--- src/rtl/fpa_pkg.sv ---
// Shared types and constants for the fit partition allocator.
// No dependencies; imported by fpa_dp, fpa_ctrl and the top level.
package fpa_pkg;

    localparam int DEF_MAX_BLOCKS = 16;
    localparam int DEF_SIZE_BITS  = 16;

    // item field widths
    localparam int ACTION_W   = 1;
    localparam int INDEX_W    = 4;
    localparam int SIZE_W     = 16;
    localparam int STATUS_W   = 2;
    localparam int REMAIN_W   = 16;
    localparam int IN_DATA_W  = 24;
    localparam int OUT_DATA_W = 24;

    // configuration port
    localparam int MODE_W     = 2;
    localparam int COUNT_W    = 5;
    localparam int CFG_ADDR_W = 1;
    localparam int CFG_DATA_W = 5;

    localparam logic [CFG_ADDR_W-1:0] CFG_FIT_MODE    = 1'd0;
    localparam logic [CFG_ADDR_W-1:0] CFG_BLOCK_COUNT = 1'd1;

    // fit modes; anything else behaves as first fit
    localparam logic [MODE_W-1:0] FIT_WORST = 2'd0;
    localparam logic [MODE_W-1:0] FIT_BEST  = 2'd1;

    localparam logic [COUNT_W-1:0] COUNT_RESET = 5'd16;

    localparam logic ACT_LOAD  = 1'b0;
    localparam logic ACT_ALLOC = 1'b1;

    typedef enum logic [STATUS_W-1:0] {
        ST_LOADED = 2'd0,
        ST_ALLOC  = 2'd1,
        ST_NOFIT  = 2'd2,
        ST_BADIDX = 2'd3
    } result_status_t;

    // controller to datapath
    typedef struct packed {
        logic accept;
        logic load;
        logic scan_start;
        logic issue;
        logic commit;
        logic push;
    } fpa_cmd_t;

    // datapath to controller
    typedef struct packed {
        logic action;
        logic count_zero;
        logic issue_last;
        logic out_free;
    } fpa_stat_t;

endpackage

--- src/rtl/fpa_ram.sv ---
// Generic simple dual-port RAM: one write port, one read port, registered read.
// No dependencies.
module fpa_ram #(
    parameter int WIDTH = 16,
    parameter int DEPTH = 16
) (
    input  logic                                   clk,
    input  logic                                   we,
    input  logic [((DEPTH > 1) ? $clog2(DEPTH) : 1)-1:0] waddr,
    input  logic [WIDTH-1:0]                       wdata,
    input  logic [((DEPTH > 1) ? $clog2(DEPTH) : 1)-1:0] raddr,
    output logic [WIDTH-1:0]                       rdata
);

    logic [WIDTH-1:0] mem_reg [DEPTH];
    logic [WIDTH-1:0] rdata_reg;

    always_ff @(posedge clk)
    begin
        if (we)
        begin
            mem_reg[waddr] <= wdata;
        end
        rdata_reg <= mem_reg[raddr];
    end

    assign rdata = rdata_reg;

endmodule

--- src/rtl/fpa_dp.sv ---
// Datapath: configuration registers, capacity RAM with per-entry valid bits,
// scan comparator, result and output registers. Uses fpa_pkg and fpa_ram.
module fpa_dp
    import fpa_pkg::*;
#(
    parameter int MAX_BLOCKS = DEF_MAX_BLOCKS,
    parameter int SIZE_BITS  = DEF_SIZE_BITS
) (
    input  logic                  clk,
    input  logic                  rst_n,
    input  fpa_cmd_t              cmd,
    output fpa_stat_t             stat,
    input  logic [ACTION_W-1:0]   s_tuser,
    input  logic [IN_DATA_W-1:0]  s_tdata,
    input  logic                  cfg_we,
    input  logic [CFG_ADDR_W-1:0] cfg_addr,
    input  logic [CFG_DATA_W-1:0] cfg_wdata,
    output logic                  m_tvalid,
    input  logic                  m_tready,
    output logic [OUT_DATA_W-1:0] m_tdata,
    output logic [STATUS_W-1:0]   m_tuser
);

    localparam int IDX_W = (MAX_BLOCKS > 1) ? $clog2(MAX_BLOCKS) : 1;
    localparam int CNT_W = $clog2(MAX_BLOCKS + 1);
    localparam int CW    = (CNT_W > COUNT_W) ? CNT_W : COUNT_W;
    localparam int LW    = (CNT_W > INDEX_W) ? CNT_W : INDEX_W;
    localparam int PAD_W = OUT_DATA_W - INDEX_W - REMAIN_W;

    logic [MODE_W-1:0]    fit_mode_reg;
    logic [COUNT_W-1:0]   block_count_reg;
    logic                 action_reg;
    logic [INDEX_W-1:0]   bidx_reg;
    logic [SIZE_BITS-1:0] req_reg;
    logic [IDX_W-1:0]     issue_idx_reg;
    logic                 pipe_v_reg;
    logic                 vld_d_reg;
    logic [IDX_W-1:0]     idx_d_reg;
    logic                 found_reg;
    logic [IDX_W-1:0]     pick_reg;
    logic [SIZE_BITS-1:0] best_reg;
    logic [MAX_BLOCKS-1:0] valid_reg;
    result_status_t       res_status_reg;
    logic [INDEX_W-1:0]   res_index_reg;
    logic [REMAIN_W-1:0]  res_remain_reg;
    logic                 m_valid_reg;
    logic [STATUS_W-1:0]  out_status_reg;
    logic [INDEX_W-1:0]   out_index_reg;
    logic [REMAIN_W-1:0]  out_remain_reg;

    logic [CNT_W-1:0]     active_n;
    logic                 bidx_ok;
    logic [SIZE_BITS-1:0] rd_data;
    logic [SIZE_BITS-1:0] cur_cap;
    logic                 fits;
    logic                 better;
    logic                 take;
    logic [SIZE_BITS-1:0] left;
    logic                 ram_we;
    logic [IDX_W-1:0]     ram_waddr;
    logic [SIZE_BITS-1:0] ram_wdata;

    // counts above the table size saturate
    assign active_n = (CW'(block_count_reg) > CW'(MAX_BLOCKS)) ? CNT_W'(MAX_BLOCKS)
                                                              : CNT_W'(block_count_reg);
    assign bidx_ok  = LW'(bidx_reg) < LW'(active_n);

    // never-written entries read as zero through the valid bit
    assign cur_cap = vld_d_reg ? rd_data : '0;
    assign fits    = cur_cap >= req_reg;

    always_comb
    begin
        case (fit_mode_reg)
            FIT_WORST: better = cur_cap > best_reg;
            FIT_BEST:  better = cur_cap < best_reg;
            default:   better = 1'b0;
        endcase
    end

    assign take = pipe_v_reg && fits && (!found_reg || better);
    assign left = best_reg - req_reg;

    assign ram_we    = (cmd.load && bidx_ok) || (cmd.commit && found_reg);
    assign ram_waddr = cmd.load ? IDX_W'(bidx_reg) : pick_reg;
    assign ram_wdata = cmd.load ? req_reg : left;

    fpa_ram #(
        .WIDTH (SIZE_BITS),
        .DEPTH (MAX_BLOCKS)
    ) u_ram (
        .clk   (clk),
        .we    (ram_we),
        .waddr (ram_waddr),
        .wdata (ram_wdata),
        .raddr (issue_idx_reg),
        .rdata (rd_data)
    );

    assign stat.action     = action_reg;
    assign stat.count_zero = (active_n == '0);
    assign stat.issue_last = (CNT_W'(issue_idx_reg) == (active_n - CNT_W'(1)));
    assign stat.out_free   = !m_valid_reg || m_tready;

    // control state
    always_ff @(posedge clk or negedge rst_n)
    begin
        if (!rst_n)
        begin
            fit_mode_reg    <= FIT_WORST;
            block_count_reg <= COUNT_RESET;
            pipe_v_reg      <= 1'b0;
            found_reg       <= 1'b0;
            valid_reg       <= '0;
            m_valid_reg     <= 1'b0;
        end
        else
        begin
            if (cfg_we)
            begin
                case (cfg_addr)
                    CFG_FIT_MODE:    fit_mode_reg    <= cfg_wdata[MODE_W-1:0];
                    CFG_BLOCK_COUNT: block_count_reg <= cfg_wdata[COUNT_W-1:0];
                    default:         ;
                endcase
            end
            pipe_v_reg <= cmd.issue;
            if (cmd.scan_start)
            begin
                found_reg <= 1'b0;
            end
            else if (take)
            begin
                found_reg <= 1'b1;
            end
            if (ram_we)
            begin
                valid_reg[ram_waddr] <= 1'b1;
            end
            if (cmd.push)
            begin
                m_valid_reg <= 1'b1;
            end
            else if (m_tready)
            begin
                m_valid_reg <= 1'b0;
            end
        end
    end

    // payload
    always_ff @(posedge clk)
    begin
        if (cmd.accept)
        begin
            action_reg <= s_tuser[0];
            bidx_reg   <= s_tdata[INDEX_W-1:0];
            req_reg    <= SIZE_BITS'(s_tdata[INDEX_W +: SIZE_W]);
        end
        if (cmd.scan_start)
        begin
            issue_idx_reg <= '0;
        end
        else if (cmd.issue)
        begin
            issue_idx_reg <= issue_idx_reg + IDX_W'(1);
        end
        if (cmd.issue)
        begin
            vld_d_reg <= valid_reg[issue_idx_reg];
            idx_d_reg <= issue_idx_reg;
        end
        if (take)
        begin
            pick_reg <= idx_d_reg;
            best_reg <= cur_cap;
        end
        if (cmd.load)
        begin
            if (bidx_ok)
            begin
                res_status_reg <= ST_LOADED;
                res_index_reg  <= bidx_reg;
                res_remain_reg <= REMAIN_W'(req_reg);
            end
            else
            begin
                res_status_reg <= ST_BADIDX;
                res_index_reg  <= '0;
                res_remain_reg <= '0;
            end
        end
        else if (cmd.commit)
        begin
            if (found_reg)
            begin
                res_status_reg <= ST_ALLOC;
                res_index_reg  <= INDEX_W'(pick_reg);
                res_remain_reg <= REMAIN_W'(left);
            end
            else
            begin
                res_status_reg <= ST_NOFIT;
                res_index_reg  <= '0;
                res_remain_reg <= '0;
            end
        end
        if (cmd.push)
        begin
            out_status_reg <= res_status_reg;
            out_index_reg  <= res_index_reg;
            out_remain_reg <= res_remain_reg;
        end
    end

    assign m_tvalid = m_valid_reg;
    assign m_tuser  = out_status_reg;
    assign m_tdata  = {{PAD_W{1'b0}}, out_remain_reg, out_index_reg};

endmodule

--- src/rtl/fpa_ctrl.sv ---
// Controller state machine: sequences load, capacity scan, write-back and
// result hand-off. Uses fpa_pkg; drives the datapath by command struct.
module fpa_ctrl
    import fpa_pkg::*;
(
    input  logic      clk,
    input  logic      rst_n,
    input  logic      s_tvalid,
    output logic      s_tready,
    output fpa_cmd_t  cmd,
    input  fpa_stat_t stat
);

    typedef enum logic [2:0] {
        S_IDLE,
        S_DISPATCH,
        S_LOAD,
        S_SCAN,
        S_DRAIN,
        S_COMMIT,
        S_RESULT
    } state_t;

    state_t state_reg;
    state_t state_next;
    logic   ready_reg;

    always_comb
    begin
        state_next     = state_reg;
        cmd            = '0;
        cmd.accept     = s_tvalid && ready_reg;
        case (state_reg)
            S_IDLE:
            begin
                if (cmd.accept)
                begin
                    state_next = S_DISPATCH;
                end
            end
            S_DISPATCH:
            begin
                if (stat.action == ACT_LOAD)
                begin
                    state_next = S_LOAD;
                end
                else
                begin
                    cmd.scan_start = 1'b1;
                    state_next     = stat.count_zero ? S_COMMIT : S_SCAN;
                end
            end
            S_LOAD:
            begin
                cmd.load   = 1'b1;
                state_next = S_RESULT;
            end
            S_SCAN:
            begin
                // one capacity read per cycle
                cmd.issue = 1'b1;
                if (stat.issue_last)
                begin
                    state_next = S_DRAIN;
                end
            end
            S_DRAIN:
            begin
                // last read still in the compare stage
                state_next = S_COMMIT;
            end
            S_COMMIT:
            begin
                cmd.commit = 1'b1;
                state_next = S_RESULT;
            end
            S_RESULT:
            begin
                if (stat.out_free)
                begin
                    cmd.push   = 1'b1;
                    state_next = S_IDLE;
                end
            end
            default:
            begin
                state_next = S_IDLE;
            end
        endcase
    end

    always_ff @(posedge clk or negedge rst_n)
    begin
        if (!rst_n)
        begin
            state_reg <= S_IDLE;
            ready_reg <= 1'b1;
        end
        else
        begin
            state_reg <= state_next;
            ready_reg <= (state_next == S_IDLE);
        end
    end

    assign s_tready = ready_reg;

endmodule

--- src/rtl/fit_partition_allocator.sv ---
// Top level of the fit partition allocator: controller plus datapath.
// Depends on fpa_pkg, fpa_ctrl, fpa_dp (and fpa_ram below it).

// Keeps the free capacity of up to MAX_BLOCKS partitions in a RAM that reads
// as all zero after reset (per-entry valid bits, so no clearing pass). An
// input item with tuser 0 loads one partition's capacity; with tuser 1 it
// allocates: the first block_count partitions are scanned from index zero
// and the largest (worst fit), smallest (best fit) or first fitting one is
// picked, ties to the lowest index, and the request is subtracted from it.
// One item is handled at a time. A load steps through dispatch, load and
// result states; an allocate steps through dispatch, the scan, a drain state,
// commit and result, skipping the scan when the effective partition count is
// zero. The scan reads one capacity per cycle through the RAM's single read
// port. The result sits in an output register, so a new item may be
// accepted while the previous result waits to be taken; the result of that
// new item then waits until the output register is free.
module fit_partition_allocator
    import fpa_pkg::*;
#(
    parameter int MAX_BLOCKS = DEF_MAX_BLOCKS,
    parameter int SIZE_BITS  = DEF_SIZE_BITS
) (
    input  logic                  clk,
    input  logic                  rst_n,
    input  logic                  s_tvalid,
    output logic                  s_tready,
    input  logic [IN_DATA_W-1:0]  s_tdata,   // block_index [3:0], size [19:4], zero pad
    input  logic [ACTION_W-1:0]   s_tuser,   // action [0]
    output logic                  m_tvalid,
    input  logic                  m_tready,
    output logic [OUT_DATA_W-1:0] m_tdata,   // chosen_index [3:0], remaining [19:4], zero pad
    output logic [STATUS_W-1:0]   m_tuser,   // status [1:0]
    input  logic                  cfg_we,
    input  logic [CFG_ADDR_W-1:0] cfg_addr,
    input  logic [CFG_DATA_W-1:0] cfg_wdata
);

    fpa_cmd_t  cmd;
    fpa_stat_t stat;

    fpa_ctrl u_ctrl (
        .clk      (clk),
        .rst_n    (rst_n),
        .s_tvalid (s_tvalid),
        .s_tready (s_tready),
        .cmd      (cmd),
        .stat     (stat)
    );

    fpa_dp #(
        .MAX_BLOCKS (MAX_BLOCKS),
        .SIZE_BITS  (SIZE_BITS)
    ) u_dp (
        .clk       (clk),
        .rst_n     (rst_n),
        .cmd       (cmd),
        .stat      (stat),
        .s_tuser   (s_tuser),
        .s_tdata   (s_tdata),
        .cfg_we    (cfg_we),
        .cfg_addr  (cfg_addr),
        .cfg_wdata (cfg_wdata),
        .m_tvalid  (m_tvalid),
        .m_tready  (m_tready),
        .m_tdata   (m_tdata),
        .m_tuser   (m_tuser)
    );

`ifndef SYNTH
    // a result is only pushed into a free output register
    assert property (@(posedge clk) disable iff (!rst_n)
        cmd.push |-> (!m_tvalid || m_tready))
        else $error("result pushed over a pending item");

    // one item at a time: no acceptance in the cycle after one
    assert property (@(posedge clk) disable iff (!rst_n)
        (s_tvalid && s_tready) |=> !s_tready)
        else $error("item accepted while another is in progress");

    // scan reads never overlap a capacity write
    assert property (@(posedge clk) disable iff (!rst_n)
        !(cmd.issue && (cmd.load || cmd.commit)))
        else $error("scan overlaps a RAM write");

    // results without a partition carry zero index and room
    assert property (@(posedge clk) disable iff (!rst_n)
        (m_tvalid && (m_tuser == ST_NOFIT || m_tuser == ST_BADIDX))
            |-> (m_tdata[INDEX_W-1:0] == '0 && m_tdata[INDEX_W +: REMAIN_W] == '0))
        else $error("non-zero fields on a failed item");
`endif

endmodule
--- config.mk ---
export PLATFORM = sky130hd
export DESIGN_NAME = fit_partition_allocator
export DESIGN_NICKNAME = d
export VERILOG_FILES = /design/src/rtl/fpa_pkg.sv /design/src/rtl/fpa_ram.sv /design/src/rtl/fpa_dp.sv /design/src/rtl/fpa_ctrl.sv /design/src/rtl/fit_partition_allocator.sv
export SDC_FILE = /design/constraint.sdc
export NUM_CORES = 1
export LEC_CHECK = 0
export BUFFER_PORTS_ARGS = -buffer_cell sky130_fd_sc_hd__buf_2
export CAP_MARGIN = 20
export CORE_MARGIN = 4
export CORE_UTILIZATION = 41
export CTS_BUF_LIST = sky130_fd_sc_hd__clkbuf_8
export DETAILED_ROUTE_END_ITERATION = 8
export SYNTH_ARGS = -nofsm -noshare
export SYNTH_HDL_FRONTEND = slang
export SYNTH_SLANG_ARGS = --single-unit
--- constraint.sdc ---
create_clock -name clk -period 8.1 [get_ports clk]
set_input_delay 0.81 -clock clk [delete_from_list [all_inputs] [get_ports clk]]
set_output_delay 0.81 -clock clk [all_outputs]
set_load 0.01 [all_outputs]
==> results of run 1 <==
==> final timing paths <==
check / startpoint / end / slack (ps) / depth (start not counted)
max reg2reg: u_ctrl.state_reg[1] / u_dp.u_ram.mem_reg[0][3] / 3930 / 7
max: u_ctrl.state_reg[1] / u_dp.u_ram.mem_reg[0][3] / 3930 / 7
max in group asynchronous: rst_n / u_dp.valid_reg[6] / 7360 / 1
min: rst_n / u_ctrl.state_reg[1] / 270 / 1
min in group clk: s_tdata[12] / u_dp.req_reg[8] / 390 / 1
min reg2reg: u_dp.idx_d_reg[2] / u_dp.pick_reg[2] / 420 / 0
==> placed cells by master (no fill, tap or decap), drive strengths merged, types with 10 or more instances in the layout <==
master  netlist  layout
and2         18      18
a21oi        32      32
ha           52      52
o21ai        38      38
nor2         31      31
nand2b       11      11
a22o         15      15
clkbuf       18      89
dfrtp        28      28
nor3         10      10
dfxtp        20      20
mux4         85      85
edfxtp      346     346
nand3        12      12
clkinv        0      11
o21bai       16      16
inv          45      69
xnor2        13      13
buf          23      96
nand2        47      47
==> per-stage QoR <==
stage	cell area, um^2	setup WS, ps	utilization (%)	power (W)	std cells
finish	19200	3930	48.1	0.00641	1674
global route	19200	3640	48.1	0.00678	1674
CTS	19100	3790	47.9	0.00649	1668
detailed placement	17700	3820	44.3	0.00466	1541
global placement	17700	3800	44.2	0.00461	1538
floorplan	16600	4460	-	0.00410	967
==> power groups by stage <==
stage	sequential [W]	clock [W]	combinational, W
finish	0.00295	0.00180	0.00165
global route	0.00298	0.00197	0.00183
CTS	0.00296	0.00186	0.00166
detailed placement	0.00300	0	0.00166
global placement	0.00299	0	0.00162
floorplan	0.00291	0	0.00119
==> layer usage <==
layer	vias up	global-route usage [%]	wire, um
met5	-	0	0
met4	0	4.75	514
met3	41	3.56	1700
met2	197	25.7	16700
met1	4433	21.5	15100
li1	4077	-	-
==> area by class of cell <==
class	instances	area (um^2)	share of cell area, %
multi-input combinational	485	4760	24.8
clock buffer	89	1220	6.38
tap	525	657	3.42
sequential	396	11500	60.2
inverter	45	169	0.880
timing repair buffer	96	636	3.31
clock inverter	38	196	1.02
==> cells by family (layout without fill, tap and decap cells) <==
logic type | after synthesis | count (layout) | share of synthesized area (%)
flops | 396 | 396 | 69.5
simple gates | 168 | 168 | 5.22
compound gates | 146 | 146 | 5.82
mux | 99 | 99 | 12.4
buf+inv | 86 | 268 | 2.16
fa+ha+maj | 53 | 53 | 4.04
xor+xnor | 15 | 15 | 0.791
other cells | 1 | 4 | 0.0226
==> flow_summary.yaml, run 1 <==
yosys:
  ys_ff_latch: 396
  yosysWarnings: 0
  synth_seq_area_share_pct: 69.5
  synth.distinct_cells: 62
  netlist_area_um2: 16600
  netlist_top_cells_count: "edfxtp_1 (346), mux4_2 (85), ha_1 (52), nand2_1 (46), inv_1 (45)"
  synth-edff-count: 346
  synth_ff_type: "edfxtp_1"
  synth_area_per_cell_um2: 17.2
  ys_async_sr_fraction_pct: 7.58
  synth_top_area_share_pct: 62.6
  ys_top_cells_by_area: "edfxtp_1 (63%), mux4_2 (12%), dfrtp_1 (4.2%)"
  yosysMostFrequentCell: "edfxtp_1"
  synth_top_area_cell: "edfxtp_1"
  synthCells: 964
die:
  fp.dieH_um: 209
  coreArea_um2: 39900
  die_area_um2: 43800
  start_util_pct: 41.6
  die_w_um: 209
  num_rows: 73
  pin_count: 64
placement:
  io_buffers: 55
  place_hpwl_mm: 21.7
  gp_congestion: 0.849
clocking:
  cts.sinks: 396
  cts_hold_buf: 0
  cts_resized: 0
  cts.htree.levels: 3
  path_clk_slew_ps: 60
  tritoncts: "yes"
  clock_latency_ps: 600
  clockBufferDepth: 3
  post_cts_buffers: 0
  cts_root_buffer: "clkbuf_8"
  cts_buffers: 69
detailed_routing:
  vias_per_cell: 5.23
  wirelength_mm: 34.0
  wire_per_inst_um: 20.3
  firstDrtPassIters: 4
  num_vias: 8748
  drc_errors: 0
  drt_iter0_markers: 587
  drtAntennaViolNets: 0
pwr:
  seq_power_share_pct: 46.1
  p_int_w: 0.00449
  cellPowerDensity_nw_per_um2: 334
  clockPowerShare_pct: 28.2
  p_comb_share_pct: 25.8
  peakVddDrop_v: 0.000130
  switchingPower_w: 0.00191
  swShare_pct: 29.9
  p_leak_nw: 6.84
sta:
  skew_ps: 35.8
  hold_viol: 0
  drv_slew: 0
  maxSlewHeadroom_pct: 28.0
  tightest_slew_ps: 1080
  rsz0062_at_grt: "no"
  fin_crit_ps: 4170
  clock.fmax_ghz: 0.240
  period_share_pct: 51.5
  setup_viol: 0
  fin_setup_tns_ps: 0
  hold-worst-slack_ps: 269
critical_path:
  cp-start-kind: "register"
  critPathRequiredTime_ps: 8280
  crit_type: "register to register"
  cpPeakStageDelay_ps: 850
  crit_buf_inv: 0
  cp.arrival_ps: 4360
  path_cells: "nand2b_4 -> or2_1 -> or3_1 -> o21ai_2 -> a31o_2 -> o21ai_2 -> nor2_2"
  end_kind: "register"
  crit_top_cell: "o21ai_2"
  cpLargestDelayFamily: "simple AND/OR/NAND/NOR gates"
  worst-path-max-fanout: 30
  slowest_stage: "nor2_2"
final_layout:
  largest_register_ffs: 256
  syn_to_final_growth_pct: 15.6
  nNetsFinal: 1182
  fill_cells: 3342
  drive_above_1_share_pct: 28.2
  n_antenna_cell: 0
job:
  maxCapViolCount: 0
grt:
  overflow: 0
  antenna_found_initial: 0
  grt_max_degree: 60
  track_usage_pct: 15.8
  grt_pass1_wl_mm: 53.3
  grt_pass1_vias: 9106
hold_path:
  hold_path.class: "input pin to async pin"
status:
  outcome: "completed"
Power figures use the tool's default switching activity.
==> run 2: changes to the inputs <==
==> constraint.sdc (replaced) <==
create_clock -name clk -period 3.5 [get_ports clk]
set_input_delay 0.35 -clock clk [delete_from_list [all_inputs] [get_ports clk]]
set_output_delay 0.35 -clock clk [all_outputs]
set_load 0.01 [all_outputs]
==> run 2 against run 1 <==
Fmax grew 32%. Clock skew shrank 12 ps. Sequential share of layout area shrank 0.57 points. Critical path depth grew 2. Sequential cell count is the same. Wire length grew 3.6%. Sequential power grew 130%. Largest cell class unchanged. Final area grew 0.95%. Critical path type unchanged. Die area is the same. Hold slack lost 160 ps.
==> flow_summary.yaml, run 2 (synthesis results as in run 1) <==
final_layout:
  syn_to_final_growth_pct: 16.7
  mostFrequentLayoutCell: "edfxtp_1"
  multiInputGateArea_um2: 4760
  seq_area_um2: 11500
  fill_cells: 3323
  final_cell_mix: "edfxtp_1 (346), mux4_2 (85), inv_1 (76), clkbuf_8 (76), buf_2 (55)"
  final_cell_area_um2: 19400
  drive_above_1_share_pct: 26.7
  nNetsFinal: 1214
  largest_register_ffs: 256
pwr:
  peakVddDrop_v: 0.000330
  cellPowerDensity_nw_per_um2: 758
  total_power_w: 0.0147
  p_leak_nw: 6.96
sta:
  period_share_pct: 90.6
  clock.fmax_ghz: 0.315
  hold-worst-slack_ps: 110
  drv_slew: 0
  skew_ps: 24.0
  rsz0062_at_grt: "no"
  fin_crit_ps: 3170
  fin_setup_tns_ps: 0
  setup_viol: 0
  tightest_slew_ps: 1070
  maxSlewHeadroom_pct: 28.6
  hold_viol: 0
critical_path:
  critPathRequiredTime_ps: 3800
  path_cells: "and2_1 -> ha_1 -> and4_1 -> nand3_1 -> a211oi_1 -> a211oi_1 -> or4_1 -> a31oi_2 -> buf_12"
  cp-start-kind: "register"
  r2r_start: "u_dp.vld_d_reg"
  slowest_stage: "edfxtp_1"
  cp.arrival_ps: 3470
  crit_top_cell: "a211oi_1"
  crit_start: "u_dp.vld_d_reg"
  cpPeakStageDelay_ps: 560
  worst-path-max-fanout: 20
  crit_type: "register to register"
  end_kind: "register"
placement:
  io_buffers: 55
  place_hpwl_mm: 21.7
  gp_congestion: 0.828
  dpl_cell_area_um2: 17800
grt:
  top_usage_layer: "met2"
  grt_pass1_wl_mm: 54.5
  met3_usage_pct: 3.38
  grt_max_degree: 51
  track_usage_pct: 16.2
  grt_pass1_vias: 9290
  antenna_found_initial: 2
  grt_use_met1_pct: 22.5
  use_met2_pct: 26.0
  overflow: 0
detailed_routing:
  wire_per_inst_um: 20.7
  vias_per_cell: 5.24
  drc_errors: 0
  wirelength_mm: 35.2
  drtAntennaViolNets: 0
  drt_iter0_markers: 652
  num_vias: 8941
  firstDrtPassIters: 4
die:
  coreArea_um2: 39900
  pin_count: 64
  num_rows: 73
  die_area_um2: 43800
  die_w_um: 209
  start_util_pct: 41.6
  fp.dieH_um: 209
job:
  maxCapViolCount: 0
clocking:
  tritoncts: "yes"
  cts.htree.levels: 3
  post_cts_buffers: 0
  cts_buffers: 68
  clock_latency_ps: 610
  cts.sinks: 396
  cts_resized: 0
  clockBufferDepth: 3
  cts_root_buffer: "clkbuf_8"
  path_clk_slew_ps: 60
status:
  outcome: "completed"
hold_path:
  hp-start: "m_tready"
  hold_path.class: "input pin to register"
run 2: per-stage QoR:
step	setup slack, ps	utilization (%)	std cells
4_1_cts	278	48.5	1704
3_5_place_dp	290	44.6	1552
3_3_place_gp	321	44.6	1552
5_1_grt	152	48.5	1705
6_report	330	48.6	1706
2_1_floorplan	315	-	967
run 2: power by group:
group | total [W] | leakage (nW) | switching (W) | internal (W)
Combinational | 0.00396 | 2.50 | 0.00226 | 0.00170
Sequential | 0.00680 | 3.68 | 0.000352 | 0.00645
Clock | 0.00392 | 0.781 | 0.00184 | 0.00208
Total | 0.0147 | 6.96 | 0.00445 | 0.0102
run 2: critical path, delay by kind of cell (launching register included):
kind / cells / cell delay, ps
fa+ha+maj: 1 / 330
simple gates: 4 / 1150
buf+inv: 1 / 200
flops: 1 / 560
compound gates: 3 / 640
run 2: cell type report:
class                      count  area share [%]
sequential                   396            59.6
multi-input combinational    485            24.6
clock buffer                  76            5.40
timing repair buffer         129            4.83
tap                          525            3.39
clock inverter                49            1.32
inverter                      45           0.872
antenna                        1          0.0129
run 2: path summary, 6_finish.rpt:
check / to / slack [ps] / cells past startpoint
worst min register to register: u_dp.m_tuser[1] / 420 / 0
worst min-delay path: u_dp.m_tvalid / 110 / 3
worst max register to register: u_dp.best_reg[5] / 330 / 9
min in group asynchronous: u_dp.block_count_reg[3] / 350 / 2
max in group asynchronous: u_dp.valid_reg[14] / 2680 / 2
worst max-delay path: u_dp.best_reg[5] / 330 / 9
run 2: repair_timing:
item | CTS | global route
hold buffers | 27 | 0
setup endpoints to repair | 0 | 0
endpoints found under the hold margin | 56 | 0
run 2: layer usage:
| layer | vias to the layer above | wire length (um) |
|---|---|---|
| met5 | - | 0 |
| met3 | 45 | 1910 |
| met2 | 239 | 16900 |
| li1 | 4145 | - |
| met1 | 4512 | 15800 |
| met4 | 0 | 564 |
==> run 3: changes to the inputs <==
--- a/config.mk
+++ b/config.mk
@@ -7,6 +7,7 @@
 export LEC_CHECK = 0
 export BUFFER_PORTS_ARGS = -buffer_cell sky130_fd_sc_hd__buf_2
 export CAP_MARGIN = 20
+export CORE_ASPECT_RATIO = 1.2
 export CORE_MARGIN = 4
 export CORE_UTILIZATION = 41
 export CTS_BUF_LIST = sky130_fd_sc_hd__clkbuf_8
==> run 3 against run 2 <==
Final cell count is 0.29% lower. Critical path depth is 1 higher. Total power is 1.7% lower. Sequential power hardly changed. Clock power is 5.6% lower. Register-to-register slack hardly changed. Largest cell class unchanged.
==> flow_summary.yaml, run 3 (synthesis results as in run 1) <==
sta:
  fin_ws_ps: 337
  setup_viol: 0
  rsz0062_at_grt: "no"
  tightest_slew_ps: 1020
  clock.fmax_ghz: 0.316
  drv_slew: 0
  maxSlewHeadroom_pct: 32.0
  hold_viol: 0
  period_share_pct: 90.4
  fin_setup_tns_ps: 0
  fin_crit_ps: 3160
  skew_ps: 39.5
clocking:
  cts.htree.levels: 2
  cts_buffers: 61
  tritoncts: "yes"
  cts_root_buffer: "clkbuf_8"
  clock_latency_ps: 630
  path_clk_slew_ps: 60
  clockBufferDepth: 3
  post_cts_buffers: 0
  cts.sinks: 396
detailed_routing:
  drc_errors: 0
  num_vias: 8867
  wirelength_mm: 34.5
  firstDrtPassIters: 5
  wire_per_inst_um: 20.3
  drtAntennaViolNets: 0
  vias_per_cell: 5.21
  drt_iter0_markers: 611
final_layout:
  final_cell_mix: "edfxtp_1 (346), mux4_2 (85), inv_1 (69), clkbuf_8 (65), buf_2 (55)"
  syn_to_final_growth_pct: 16.2
  stdcell_count: 1701
  n_antenna_cell: 0
  drive_above_1_share_pct: 26.3
  mostFrequentLayoutCell: "edfxtp_1"
  largest_register_ffs: 256
  nNetsFinal: 1208
critical_path:
  crit_type: "register to register"
  cp-start-kind: "register"
  critPathRequiredTime_ps: 3830
  end_kind: "register"
  worst-path-max-fanout: 20
  cp.arrival_ps: 3500
job:
  maxCapViolCount: 0
placement:
  io_buffers: 55
  place_hpwl_mm: 22.0
  place_ws_ps: 310
  gp_congestion: 0.862
  place_inst: 1561
grt:
  grt_pass1_wl_mm: 54.0
  antenna_found_initial: 0
  track_usage_pct: 16.0
  grt_pass1_vias: 9357
  grt_max_degree: 39
  overflow: 0
die:
  die_w_um: 192
  num_rows: 80
  start_util_pct: 41.6
  coreArea_um2: 39900
  fp.dieH_um: 228
  pin_count: 64
  die_area_um2: 43800
pwr:
  p_leak_nw: 6.89
  cellPowerDensity_nw_per_um2: 748
  peakVddDrop_v: 0.000323
status:
  outcome: "completed"
hold_path:
  hold_path.class: "input pin to register"
run 3: worst max-delay path, stage by stage (launching register included):
cell and delay, ps:
edfxtp_1 590, and2_1 270, ha_1 320, nand2_1 50, o21ai_0 200, nand3_1 120, a211oi_1 260, a211oi_1 130
or4_1 500, a31oi_2 230, buf_12 200
run 3: cell type report:
| cell class | instances | area [um^2] |
|---|---|---|
| flip-flops and latches | 396 | 11500 |
| fillers | 3358 | 20600 |
| well taps | 533 | 667 |
| inverters | 45 | 169 |
| clock buffers | 65 | 895 |
| clock inverters | 47 | 293 |
| multi-input cells | 485 | 4760 |
| repair buffers | 130 | 963 |
run 3: power by group:
| part | switching, W | internal (W) | leakage (nW) |
|---|---|---|---|
| Clock | 0.00175 | 0.00194 | 0.697 |
| Sequential | 0.000379 | 0.00645 | 3.68 |
| Combinational | 0.00220 | 0.00170 | 2.51 |
run 3: path summary, 6_finish.rpt:
path | from | endpoint | slack, ps | depth (start not counted)
max | u_dp.vld_d_reg | u_dp.pick_reg[1] | 340 | 10
min | m_tready | u_dp.m_tvalid | 80 | 3
max reg2reg | u_dp.vld_d_reg | u_dp.pick_reg[1] | 340 | 10
min reg2reg | u_dp.res_status_reg[1] | u_dp.m_tuser[1] | 420 | 0
max in group asynchronous | rst_n | u_dp.valid_reg[6] | 2720 | 2
min in group asynchronous | rst_n | u_dp.fit_mode_reg[0] | 310 | 2
run 3: routing by layer:
metal | GRT usage [%] | part of all wire [%] | wire length (um) | vias up
li1 | - | - | - | 4124
met1 | 20.7 | 41 | 14300 | 4490
met2 | 27.4 | 52 | 17900 | 194
met3 | 2.86 | 4.3 | 1500 | 59
met4 | 5.25 | 2.4 | 843 | 0
met5 | 0 | 0 | 0 | -
run 3: stage by stage:
stage | power (W) | hold slack (ps) | cell area, um^2 | utilization [%]
after floorplan | 0.00949 | 54.4 | 16600 | -
after global placement | 0.0107 | 401 | 17800 | 44.6
after detailed placement | 0.0108 | 405 | 17800 | 44.6
after CTS | 0.0146 | 32.1 | 19300 | 48.3
after global routing | 0.0153 | 78.9 | 19300 | 48.3
final | 0.0144 | 75.3 | 19300 | 48.3
run 3: repair_timing:
item / in CTS / in global routing
setup endpoints to repair: 0 / 0
hold endpoints to repair: 56 / 0
hold buffers: 27 / 0
gates resized for setup: 0 / 0
